## src/rtl/core/cia_pkg.sv

```systemverilog
// Package for the complex integer ALU: widths, opcodes and the word
// carried along the divider cell chain. No dependencies.
`default_nettype none
package cia_pkg;
	localparam int PART_WIDTH = 16;
	localparam int NUM_WIDTH  = 2 * PART_WIDTH;
	localparam int RES_WIDTH  = 33;
	localparam int DIV_CELLS  = NUM_WIDTH;

	typedef enum logic [2:0] {
		OP_ADD = 3'd0,
		OP_SUB = 3'd1,
		OP_MUL = 3'd2,
		OP_DIV = 3'd3,
		OP_EQ  = 3'd4,
		OP_NE  = 3'd5
	} op_t;

	typedef struct packed {
		logic                        is_div;
		logic                        dz;
		logic                        cmp;
		logic signed [RES_WIDTH-1:0] fix_re;
		logic signed [RES_WIDTH-1:0] fix_im;
		logic [NUM_WIDTH-1:0]        den;
		logic                        neg_re;
		logic                        neg_im;
		logic [NUM_WIDTH-1:0]        rem_re;
		logic [NUM_WIDTH-1:0]        num_re;
		logic [NUM_WIDTH-1:0]        rem_im;
		logic [NUM_WIDTH-1:0]        num_im;
	} cell_t;
endpackage
`default_nettype wire

```

## src/rtl/core/cia_div_cell.sv

```systemverilog
// One cell of the divider chain: retires one quotient bit for the real and
// the imaginary part and hands the word to the next cell. Uses cia_pkg.
`default_nettype none
module cia_div_cell (
	input  wire logic   clk,
	input  wire logic   arst_n,
	input  wire logic   vld_i,
	input  cia_pkg::cell_t cell_i,
	output logic        vld_o,
	output cia_pkg::cell_t cell_o
);
	localparam int NW = cia_pkg::NUM_WIDTH;

	logic [NW:0]    trial_re, trial_im;
	logic           ge_re, ge_im;
	cia_pkg::cell_t cell_d, cell_q;
	logic           vld_q;

	always_comb begin
		trial_re = {cell_i.rem_re, cell_i.num_re[NW-1]};
		trial_im = {cell_i.rem_im, cell_i.num_im[NW-1]};
		ge_re    = trial_re >= {1'b0, cell_i.den};
		ge_im    = trial_im >= {1'b0, cell_i.den};
		cell_d        = cell_i;
		cell_d.rem_re = ge_re ? NW'(trial_re - {1'b0, cell_i.den}) : NW'(trial_re);
		cell_d.rem_im = ge_im ? NW'(trial_im - {1'b0, cell_i.den}) : NW'(trial_im);
		cell_d.num_re = {cell_i.num_re[NW-2:0], ge_re};
		cell_d.num_im = {cell_i.num_im[NW-2:0], ge_im};
	end

	always_ff @(posedge clk or negedge arst_n) begin
		if (!arst_n) begin
			vld_q <= 1'b0;
		end else begin
			vld_q <= vld_i;
		end
	end

	always_ff @(posedge clk) begin
		cell_q <= cell_d;
	end

	assign vld_o  = vld_q;
	assign cell_o = cell_q;
endmodule
`default_nettype wire

```

## config.mk

```make
export PLATFORM = sky130hd
export DESIGN_NAME = cia_div_cell
export DESIGN_NICKNAME = d
export VERILOG_FILES = /design/src/rtl/core/cia_pkg.sv /design/src/rtl/core/cia_div_cell.sv
export SDC_FILE = /design/constraint.sdc
export NUM_CORES = 1
export LEC_CHECK = 0
export BUFFER_PORTS_ARGS = -buffer_cell sky130_fd_sc_hd__buf_2
export CAP_MARGIN = 20
export CORE_AREA = 4 4 180 182
export DETAILED_ROUTE_END_ITERATION = 8
export DIE_AREA = 0 0 184 186
export GPL_ROUTABILITY_DRIVEN = 0
export SLEW_MARGIN = 20
export SYNTH_ARGS = -nofsm -noshare
export SYNTH_HDL_FRONTEND = slang
export SYNTH_SLANG_ARGS = --single-unit
```

## constraint.sdc

```tcl
create_clock -name clk -period 0.8 [get_ports clk]
set_input_delay 0.24 -clock clk [delete_from_list [all_inputs] [get_ports clk]]
set_output_delay 0.24 -clock clk [all_outputs]
set_load 0.01 [all_outputs]
```

After elaboration in Yosys (flattened, before gate mapping) --
Cells that the tools add are included.
Cells by class: divide/modulo/power cells 0, add/subtract/negate cells 2, bitwise gates (word level) 0, multiply operators 0, reduce and logical (&&, ||, !) cells 0, shift operators 0, eq/ne operators 0, multiplexer cells 2, order comparisons 2
Operators by type and width (count):
- $ge 33x32->1 | 2
- $mux 32 | 2
- $sub 32x32->32 | 2
Word-level totals: ROM bits 0, RAM bits 0, output and inout port bits 232, register bits after elaboration 232, word-level logic and storage cells 19, memories 0, bits in latches 0

Logic depth before layout (Yosys ltp) --
Gate-level depths: netlist (run 1).
word-level depth 2, gate-level depth with buffers 13, mapped depth without buffers 11

Worst setup path before layout (run 1) --
No wires, ideal clock.
path type input to register, start point in cell_i[136] (netlist name), end point reg cell_q (netlist bit cell_o[109]), stages 10, setup time 123 ps, setup slack -1751 ps, arrival 2428 ps, cells stage by stage inv_1 ha_1 a21o_1 a211o_1 o311a_4 a211oi_4 o21a_1 o21a_2 buf_6 mux2_1
RTL lines:
- start: declaration | line cia_div_cell.sv:8 | input cia_pkg::cell_t cell_i,
- end signal: assignment | line cia_div_cell.sv:40 | cell_q <= cell_d;
- end: declaration | line cia_div_cell.sv:16 | cia_pkg::cell_t cell_d, cell_q;

==> impl_metrics.sql, run 1 <==
INSERT INTO impl_metrics (metric_group, metric, value, unit) VALUES
('outcome', 'run_status', 'finished, violations left', ''),
('outcome', 'violations', 'setup timing', ''),
('layout', 'fin_area', '20600', 'µm²'),
('timing', 'finalSetupViolations', '298', ''),
('power_and_ir_drop', 'finalPower', '0.0397', 'W'),
('floorplanning', 'rows', '64', ''),
('floorplanning', 'core', '30600', 'µm²'),
('drt', 'route.detailed.wl_per_inst', '21.9', 'µm'),
('layout', 'drive_gt1_share', '64.2', '%'),
('floorplanning', 'dieArea', '34200', 'µm²'),
('global_route', 'initial_antenna_violation_count', '10', ''),
('power_and_ir_drop', 'vdd_drop_max', '1.52', 'mV'),
('timing', 'hold-worst-slack', '17.4', 'ps'),
('power_and_ir_drop', 'fraction_of_power_spent_switching_nets', '28.8', '%'),
('power_and_ir_drop', 'share_comb_of_total_power', '32.0', '%'),
('synthesis', 'synth.most_common_cell', 'dfxtp_1', ''),
('place', 'preCtsSetupSlack', '-2080', 'ps'),
('min_path', 'hold-path-cell-count', '4', ''),
('power_and_ir_drop', 'cell_internal_pwr', '0.0282', 'W'),
('timing', 'slew-limit-headroom', '71.0', '%'),
('critical_path', 'worst-path-max-fanout', '4', ''),
('synthesis', 'synth_area_per_cell', '10.3', 'µm²'),
('critical_path', 'kind_of_capture_point_of_the_worst_setup_path', 'flip-flop', ''),
('power_and_ir_drop', 'power.density_cell_area', '1920', 'nW/µm²'),
('synthesis', 'asyncSetResetFlopFracSynth', '0.431', '%'),
('synthesis', 'synth-seq-area-share', '49.8', '%'),
('clock_network', 'tritoncts', 'done', ''),
('synthesis', 'ff_latch_count_synth', '232', ''),
('drt', 'post-route-drc-count', '0', ''),
('global_route', 'grt_use_total', '26.2', '%'),
('layout', 'syn_to_final_growth', '121', '%'),
('global_route', 'wire_length_of_the_first_global_routing_pass', '69.5', 'mm'),
('floorplanning', 'ioPinCount', '466', ''),
('place', 'dp_hpwl', '33.8', 'mm'),
('timing', 'slew_at_the_pin_closest_to_its_max_slew_limit', '430', 'ps'),
('timing', 'final_max_slew_viol_count', '0', ''),
('synthesis', 'syn-cell-area', '9340', 'µm²'),
('drt', 'drtAntennaViolNets', '0', ''),
('timing', 'fin_crit_sh', '270', '%'),
('floorplanning', 'die_w', '184', 'µm'),
('place', 'port_buffers', '465', ''),
('synthesis', 'synth.net_count', '1208', ''),
('clock_network', 'cts-htree-levels', '1', ''),
('synthesis', 'synth_commonest_cells', 'dfxtp_1, nand2_1, ha_1', ''),
('timing', 'max_freq', '463', 'MHz'),
('clock_network', 'clock_sinks', '232', ''),
('timing', 'final.setup.worst_slack', '-1360', 'ps'),
('layout', 'layout.filler_cells', '2157', ''),
('critical_path', 'worst-endpoint-required', '1240', 'ps'),
('power_and_ir_drop', 'total_switching_power', '0.0114', 'W'),
('drt', 'dr.pass1.iters', '5', ''),
('synthesis', 'netlist-cell-type-count', '68', ''),
('drt', 'routed-via-count', '11275', ''),
('min_path', 'worst_hold_path_type', 'input pin to flip-flop', ''),
('synthesis', 'synth_enable_flop_cells', '0', ''),
('power_and_ir_drop', 'leakagePower', '9.65', 'nW'),
('critical_path', 'nature_of_the_critical_path_startpoint', 'input pin', ''),
('drt', 'wl', '50.9', 'mm'),
('global_route', 'grt_overflow_total', '0', ''),
('layout', 'final_cell_count_no_fill', '2321', ''),
('drt', 'detail_route.vias_per_cell', '4.86', ''),
('clock_network', 'clock_slew_at_the_register_clock_pins_of_the_worst_setup_and_hold_paths', '70', 'ps'),
('layout', 'final_nets', '2199', ''),
('clock_network', 'cts-buffers-inserted', '27', ''),
('synthesis', 'yosys_warnings', '0', ''),
('synthesis', 'synth.area.top_cells', 'dfxtp_1, ha_1, mux2_4', ''),
('clock_network', 'clock_tree.root_cell', 'clkbuf_16', ''),
('clock_network', 'ctsLongestPathBuffers', '3', ''),
('timing', 'unrepaired_setup_endpoints_after_global_routing', 'yes', ''),
('power_and_ir_drop', 'share_clk_of_total_power', '34.1', '%'),
('timing', 'finalHoldViolCount', '0', '');
## placed cells by master (no fill, tap or decap), drive strengths merged, types with 7 or more instances in the layout
cell,synthesis,layout
a211oi,12,12
a21o,30,30
a21oi,60,60
a31oi,8,8
and3,9,9
buf,13,759
clkbuf,10,37
dfxtp,231,231
dlygate4sd3,0,224
ha,64,64
inv,61,63
mux2,30,30
mux2i,8,8
nand2,67,67
nand3,21,21
nand4,14,14
nor2,46,46
nor2b,13,13
nor3,16,16
o21a,7,7
o21ai,58,58
o21bai,7,7
o31ai,9,9
xnor2,27,27
xor2,20,20
## worst paths after layout
kind	startpoint	to	slack, ps
worst min-delay path	cell_i[31]	cell_o[32]	20
max in group asynchronous	arst_n	vld_o	150
min in group asynchronous	arst_n	vld_o	540
worst max-delay path	cell_i[135]	cell_o[59]	-1360
## per-layer routing
metal | global-route usage, % | part of all wire, % | vias up
met3 | 5.35 | 6.3 | 191
met5 | 0 | 0.12 | -
met1 | 28.9 | 37 | 5344
li1 | - | - | 5216
met4 | 13.2 | 6.5 | 10
met2 | 47.7 | 50 | 514
## flip-flops by register name (all words and copies together), names as in the netlist
name / cells
vld_o: 1
cell_o: 231
## power by group through the flow
stage | sequential (W) | clock (W) | combinational (W)
after detailed placement | 0.0132 | 0 | 0.00857
after floorplan | 0.0139 | 0 | 0.00358
after CTS | 0.0133 | 0.0137 | 0.0115
final | 0.0134 | 0.0135 | 0.0127
after global placement | 0.0132 | 0 | 0.00850
after global routing | 0.0135 | 0.0143 | 0.0134
## cell families after synthesis
group / share of synthesized area, %
muxes: 5.52
adders and majority gates: 9.01
xor gates and xnor gates: 4.41
DFF: 49.8
buffers and inverters: 3.99
and+or+nand+nor: 10.7
AOI/OAI and AO/OA: 16.6
## through the flow
step | TNS (ps) | utilization (%)
floorplan | -100930 | -
global route | -190750 | 67.4
detailed placement | -130420 | 46.1
CTS | -179150 | 64.3
finish | -178850 | 67.5
global placement | -126660 | 46.1
## what timing repair did
item,CTS,global route
hold buffers,224,0
buffers inserted,34,21
cloned,4,2
setup endpoints to repair,298,298
pin swaps,85,66
resized for setup,574,220
hold endpoints to repair,223,0
## area by class of cell
type | instances | area, µm² | share of cell area [%]
inverters | 61 | 302 | 1.46
multi-input cells | 592 | 5720 | 27.7
clock inverters | 14 | 228 | 1.10
flip-flops and latches | 232 | 4860 | 23.6
clock buffers | 35 | 746 | 3.61
repair buffers | 985 | 8270 | 40.1
well taps | 396 | 495 | 2.40
diodes | 6 | 15.0 | 0.0728
## critical path, stage by stage
cell     delay (ps)
buf_4           100
inv_4            50
ha_4            290
nand4_1         100
a21oi_2         220
buf_4           160
buf_4           100
buf_4           100
buf_4           110
o31ai_2          50
buf_4           150
a31oi_4         220
a31oi_4         170
a21oi_2         180
xor2_1           80
mux2_4          250
Power figures use the tool's default switching activity.
==> run 2: changes to the inputs <==
--- a/config.mk
+++ b/config.mk
@@ -7,9 +7,9 @@
 export LEC_CHECK = 0
 export BUFFER_PORTS_ARGS = -buffer_cell sky130_fd_sc_hd__buf_2
 export CAP_MARGIN = 20
-export CORE_AREA = 4 4 180 182
+export CORE_AREA = 2 2 184 186
 export DETAILED_ROUTE_END_ITERATION = 8
-export DIE_AREA = 0 0 184 186
+export DIE_AREA = 0 0 186 188
 export GPL_ROUTABILITY_DRIVEN = 0
 export SLEW_MARGIN = 20
 export SYNTH_ARGS = -nofsm -noshare
==> run 2 against run 1 <==
- the flow still finishes with violations (setup timing)
- utilization shrank 6.0 points
- fmax increased by 0.42%
- sequential power about the same
- cell count is 1.7% higher
- clock power is 5% lower
- largest power group is now registers
- highest routed layer unchanged
==> impl_metrics.sql, run 2 (synthesis gave the netlist of run 1 again) <==
INSERT INTO impl_metrics (metric_group, metric, value, unit) VALUES
('timing', 'slew-limit-headroom', '70.2', '%'),
('drt', 'routed-via-count', '11066', ''),
('outcome', 'violations', 'setup timing', ''),
('global_route', 'initial_antenna_violation_count', '8', ''),
('timing', 'finalSetupViolations', '298', ''),
('layout', 'syn_to_final_growth', '118', '%'),
('critical_path', 'path_delay_family', 'buffers and inverters', ''),
('floorplanning', 'ioPinCount', '466', ''),
('layout', 'mostFrequentLayoutCells', 'buf_2, buf_4, dlygate4sd3_1, buf_6, dfxtp_2', ''),
('timing', 'finalHoldViolCount', '0', ''),
('drt', 'wl', '49.4', 'mm'),
('timing', 'slew_at_the_pin_closest_to_its_max_slew_limit', '444', 'ps'),
('floorplanning', 'core', '33100', 'µm²'),
('critical_path', 'nature_of_the_critical_path_startpoint', 'input pin', ''),
('critical_path', 'kind_of_capture_point_of_the_worst_setup_path', 'flip-flop', ''),
('drt', 'detail_route.iter0.violations', '568', ''),
('global_route', 'grt_start_max_net_pins', '17', ''),
('layout', 'final_nets', '2186', ''),
('floorplanning', 'start_util', '28.2', '%'),
('critical_path', 'worst-endpoint-required', '1230', 'ps'),
('critical_path', 'worst-path-max-fanout', '7', ''),
('layout', 'layout.filler_cells', '2494', ''),
('global_route', 'grt_use_total', '25.5', '%'),
('critical_path', 'crit_path_cell_trace', 'buf_2 -> ha_1 -> nand4_1 -> nor3_1 -> buf_4 -> nand4_1 -> a21oi_1 -> a311oi_2 -> a21oi_4 -> nor4_4 -> bufinv_8 -> clkbuf_16 -> mux2_4', ''),
('drt', 'drtAntennaViolNets', '0', ''),
('clock_network', 'clock_sinks', '232', ''),
('layout', 'drive_gt1_share', '63.7', '%'),
('clock_network', 'clock_slew_at_the_register_clock_pins_of_the_worst_setup_and_hold_paths', '70', 'ps'),
('critical_path', 'worst-endpoint-arrival', '2590', 'ps'),
('timing', 'final_max_slew_viol_count', '0', ''),
('clock_network', 'ctsLongestPathBuffers', '3', ''),
('global_route', 'grt_overflow_total', '0', ''),
('global_route', 'number_of_global_route_vias_before_repair', '11686', ''),
('drt', 'post-route-drc-count', '0', ''),
('layout', 'fin_area', '20300', 'µm²'),
('clock_network', 'cts-htree-levels', '1', ''),
('floorplanning', 'rows', '67', ''),
('critical_path', 'worstPathBufferInverterCount', '4', ''),
('floorplanning', 'height_of_the_die', '188', 'µm'),
('place', 'port_buffers', '465', ''),
('flow_run', 'number_of_violations_of_the_max_capacitance_limit', '0', ''),
('clock_network', 'cts-buffers-inserted', '27', ''),
('outcome', 'run_status', 'finished, violations left', ''),
('layout', 'final_common_cell', 'buf_2', ''),
('power_and_ir_drop', 'leakagePower', '9.46', 'nW'),
('drt', 'detail_route.vias_per_cell', '4.69', ''),
('floorplanning', 'die_w', '186', 'µm'),
('layout', 'final_cell_count_no_fill', '2360', ''),
('critical_path', 'timing.setup.critical_path_class', 'input pin to flip-flop', ''),
('power_and_ir_drop', 'vdd_drop_max', '1.75', 'mV'),
('clock_network', 'tritoncts', 'done', ''),
('critical_path', 'critical-path-slowest-cell', 'ha_1', ''),
('timing', 'max_freq', '465', 'MHz'),
('place', 'place_area', '14200', 'µm²'),
('critical_path', 'critPathMostFrequentCell', 'nand4_1', ''),
('min_path', 'worst_hold_path_type', 'input pin to flip-flop', ''),
('timing', 'unrepaired_setup_endpoints_after_global_routing', 'yes', ''),
('critical_path', 'delay_of_the_slowest_critical_path_stage', '340', 'ps'),
('timing', 'fin_crit_sh', '269', '%'),
('floorplanning', 'dieArea', '35000', 'µm²'),
('clock_network', 'clock_tree.root_cell', 'clkbuf_16', ''),
('drt', 'route.detailed.wl_per_inst', '20.9', 'µm'),
('global_route', 'wire_length_of_the_first_global_routing_pass', '67.4', 'mm'),
('power_and_ir_drop', 'power.density_cell_area', '1900', 'nW/µm²'),
('timing', 'finalCriticalPeriod', '2150', 'ps'),
('place', 'place.detailed.instances', '2046', ''),
('timing', 'final.setup.worst_slack', '-1350', 'ps'),
('place', 'dp_hpwl', '33.7', 'mm'),
('drt', 'dr.pass1.iters', '5', ''),
('layout', 'flip_flop_count_of_the_largest_register_all_copies_and_words_added', '231', '');
## run 2: cell types whose count changed in the layout (fill, tap and decap cells not counted), sizes merged
| cell | delta |
|---|---|
| buf | -13 |
| inv | +4 |
| bufinv | -2 |
| dlygate4sd3 | -2 |
| clkbuf | -1 |
| clkinv | -1 |
| clkinvlp | +1 |
| o21a | +1 |
## run 2: where the power goes
part / switching [W] / internal (W)
registers: 0.000529 / 0.0129
clock network: 0.00540 / 0.00738
logic: 0.00546 / 0.00696
total: 0.0114 / 0.0272
## run 2: final timing paths
kind                       cells after the start         end       start
setup / recovery                              13  cell_o[42]  cell_i[32]
hold / removal                                 2  cell_o[52]  cell_i[51]
max in group asynchronous                      3       vld_o      arst_n
min in group asynchronous                      3       vld_o      arst_n
## run 2: stage by stage
| step | setup TNS [ps] | power [W] | hold slack (ps) | worst slack [ps] | util [%] |
|---|---|---|---|---|---|
| floorplan | -100930 | 0.0174 | -55.6 | -1680 | - |
| finish | -183260 | 0.0386 | 27.3 | -1350 | 61.5 |
| global placement | -128500 | 0.0218 | 29.5 | -2060 | 42.9 |
| detailed placement | -130120 | 0.0219 | 30.7 | -2110 | 42.9 |
| global route | -193580 | 0.0402 | 7.08 | -1380 | 61.4 |
| CTS | -179930 | 0.0374 | 1.48 | -1300 | 58.6 |
## run 2: repair_timing
item	CTS	global route
hold buffers	221	1
setup buffers	23	9
endpoints found under the hold margin	220	1
gates resized for setup	508	234
pin swaps	59	59
gates cloned	4	3
setup endpoints to repair	298	298
## run 2: layout make-up
class	count	area (µm²)	area share, %
timing repair buffer	971	8120	39.9
clock inverter	16	165	0.812
tap	448	561	2.75
clock buffer	33	748	3.68
multi-input combinational	593	5560	27.3
inverter	61	305	1.50
sequential	232	4870	23.9
antenna	6	15.0	0.0738
## run 2: metal layers
metal	wire length [µm]	GRT usage, %	vias up	part of all wire (%)
met5	50	0	-	0.10
met4	3070	13.9	8	6.2
met3	3340	5.57	166	6.8
met2	24200	44.9	464	49
met1	18800	28.3	5233	38
li1	-	-	5195	-
==> run 3: changes to the inputs <==
==> constraint.sdc (replaced) <==
create_clock -name clk -period 2.25 [get_ports clk]
set_input_delay 0.675 -clock clk [delete_from_list [all_inputs] [get_ports clk]]
set_output_delay 0.675 -clock clk [all_outputs]
set_load 0.01 [all_outputs]
==> run 3 against run 2 <==
- the run still ends with setup timing left
- wire length fell by 14%
- combinational power shrank 71%
- count of clock-buffer cells in the layout increased by 2
- hold slack improved by 200 ps
- utilization down 12 points
- critical path depth decreased by 1
- power is 67% lower
- critical path type unchanged
- critical endpoint is now cell_o[58]
- largest cell class is now multi-input gates
==> impl_metrics.sql, run 3 (synthesis gave the netlist of run 1 again) <==
INSERT INTO impl_metrics (metric_group, metric, value, unit) VALUES
('critical_path', 'kind_of_capture_point_of_the_worst_setup_path', 'flip-flop', ''),
('drt', 'detail_route.iter0.violations', '536', ''),
('critical_path', 'worst-endpoint-required', '2670', 'ps'),
('flow_run', 'number_of_violations_of_the_max_capacitance_limit', '0', ''),
('clock_network', 'tritoncts', 'done', ''),
('timing', 'final_max_slew_viol_count', '0', ''),
('layout', 'fin_area', '16400', 'µm²'),
('clock_network', 'clock_slew_at_the_register_clock_pins_of_the_worst_setup_and_hold_paths', '60', 'ps'),
('global_route', 'wire_length_of_the_first_global_routing_pass', '60.3', 'mm'),
('floorplanning', 'dieArea', '35000', 'µm²'),
('layout', 'final_nets', '1954', ''),
('clock_network', 'ctsLongestPathBuffers', '3', ''),
('timing', 'finalCriticalPeriod', '2600', 'ps'),
('timing', 'max_freq', '385', 'MHz'),
('global_route', 'number_of_global_route_vias_before_repair', '9943', ''),
('layout', 'syn_to_final_growth', '76.1', '%'),
('timing', 'unrepaired_setup_endpoints_after_global_routing', 'yes', ''),
('drt', 'drtAntennaViolNets', '0', ''),
('power_and_ir_drop', 'vdd_drop_max', '0.491', 'mV'),
('clock_network', 'clock_sinks', '232', ''),
('clock_network', 'clock_tree.root_cell', 'clkbuf_16', ''),
('global_route', 'grt_start_max_net_pins', '17', ''),
('power_and_ir_drop', 'power.density_cell_area', '765', 'nW/µm²'),
('critical_path', 'worst-path-max-fanout', '5', ''),
('clock_network', 'cts-htree-levels', '1', ''),
('drt', 'routed-via-count', '9768', ''),
('critical_path', 'worst-endpoint-arrival', '3020', 'ps'),
('layout', 'flip_flop_count_of_the_largest_register_all_copies_and_words_added', '231', ''),
('power_and_ir_drop', 'leakagePower', '7.99', 'nW'),
('place', 'place_area', '14200', 'µm²'),
('layout', 'final_common_cell', 'buf_2', ''),
('outcome', 'run_status', 'finished, violations left', ''),
('place', 'dp_hpwl', '33.9', 'mm'),
('global_route', 'grt_use_total', '23.1', '%'),
('critical_path', 'nature_of_the_critical_path_startpoint', 'input pin', ''),
('drt', 'wl', '42.5', 'mm'),
('floorplanning', 'rows', '67', ''),
('floorplanning', 'start_util', '28.2', '%'),
('global_route', 'initial_antenna_violation_count', '16', ''),
('timing', 'finalSetupViolations', '66', ''),
('timing', 'slew_at_the_pin_closest_to_its_max_slew_limit', '469', 'ps'),
('outcome', 'violations', 'setup timing', ''),
('timing', 'fin_crit_sh', '115', '%'),
('drt', 'dr.pass1.iters', '5', ''),
('timing', 'hold-worst-slack', '227', 'ps'),
('floorplanning', 'die_w', '186', 'µm'),
('timing', 'final.setup.worst_slack', '-348', 'ps'),
('floorplanning', 'ioPinCount', '466', ''),
('drt', 'route.detailed.wl_per_inst', '20.0', 'µm'),
('layout', 'drive_gt1_share', '57.8', '%'),
('drt', 'post-route-drc-count', '0', ''),
('drt', 'detail_route.vias_per_cell', '4.59', ''),
('min_path', 'worst_hold_path_type', 'input pin to flip-flop', ''),
('timing', 'finalHoldViolCount', '0', ''),
('timing', 'slew-limit-headroom', '68.6', '%'),
('place', 'port_buffers', '465', ''),
('layout', 'mostFrequentLayoutCells', 'buf_2, buf_4, dfxtp_1, nand2_1', ''),
('critical_path', 'timing.setup.critical_path_class', 'input pin to flip-flop', ''),
('clock_network', 'cts-buffers-inserted', '27', ''),
('floorplanning', 'height_of_the_die', '188', 'µm'),
('global_route', 'grt_overflow_total', '0', ''),
('floorplanning', 'core', '33100', 'µm²');
-- run 3: cell count changes in the layout (fill, tap and decap cells not counted), moves of 5 or more --
cell,previous run,this run
buf_4,261,253
buf_6,199,20
nand2_2,18,2
inv_1,31,40
buf_2,273,452
nand2_4,6,1
dlygate4sd3_1,222,1
inv_6,10,4
dfxtp_1,53,231
clkbuf_1,1,6
dfxtp_2,178,0
o21ai_0,19,34
nand2_1,43,64
o21ai_2,20,4
-- run 3: what timing repair did --
item / CTS / global route
hold endpoints to repair: 1 / 0
gates resized for setup: 189 / 29
gates cloned: 4 / 1
pin swaps: 61 / 28
buffers inserted: 24 / 6
endpoints found under the setup margin: 66 / 66
hold buffers: 1 / 0
-- run 3: stage by stage --
step | power, W | cells | util, % | setup WS (ps) | TNS (ps)
after detailed placement | 0.00777 | 2044 | 42.8 | -1130 | -65790
after global routing | 0.0131 | 2123 | 49.6 | -403 | -20320
after CTS | 0.0126 | 2114 | 49.1 | -277 | -11460
after global placement | 0.00774 | 2044 | 42.8 | -1040 | -61730
after floorplan | 0.00620 | 908 | - | -664 | -33930
final | 0.0126 | 2127 | 49.6 | -348 | -16450
-- run 3: critical path: stages --
cell and delay [ps]:
buf_6 80, inv_4 30, ha_4 150, fa_2 370
nor2b_4 150, o2111ai_4 140, a311oi_4 430, o31ai_4 130
a21oi_4 260, o2111a_1 280, a311oi_2 60, mux2_4 270
-- run 3: cell type report --
class	count	area, µm²
flip-flops and latches	232	4650
well taps	448	561
clock inverters	11	148
fillers	3036	16700
diodes	8	20.0
clock buffers	35	726
inverters	61	279
multi-input cells	593	5390
repair buffers	739	4660
-- run 3: where the power goes --
part / switching [W] / leakage, nW / internal [W] / total [W]
sequential: 0.000109 / 1.96 / 0.00452 / 0.00463
combinational: 0.00174 / 5.61 / 0.00179 / 0.00354
clock: 0.00180 / 0.426 / 0.00261 / 0.00441
-- run 3: final timing paths --
path | start | end | slack, ps | cells after the start
max in group asynchronous | arst_n | vld_o | 1710 | 2
min in group asynchronous | arst_n | vld_o | 450 | 2
worst max-delay path | cell_i[31] | cell_o[58] | -350 | 12
worst min-delay path | cell_i[0] | cell_o[1] | 230 | 1
-- run 3: routing by layer --
| layer | track usage, % | up-vias | routed length [µm] |
|---|---|---|---|
| li1 | - | 4713 | - |
| met1 | 25.9 | 4584 | 16500 |
| met2 | 41.9 | 370 | 21100 |
| met3 | 6.41 | 87 | 3310 |
| met4 | 6.84 | 14 | 1450 |
| met5 | 0 | - | 91 |
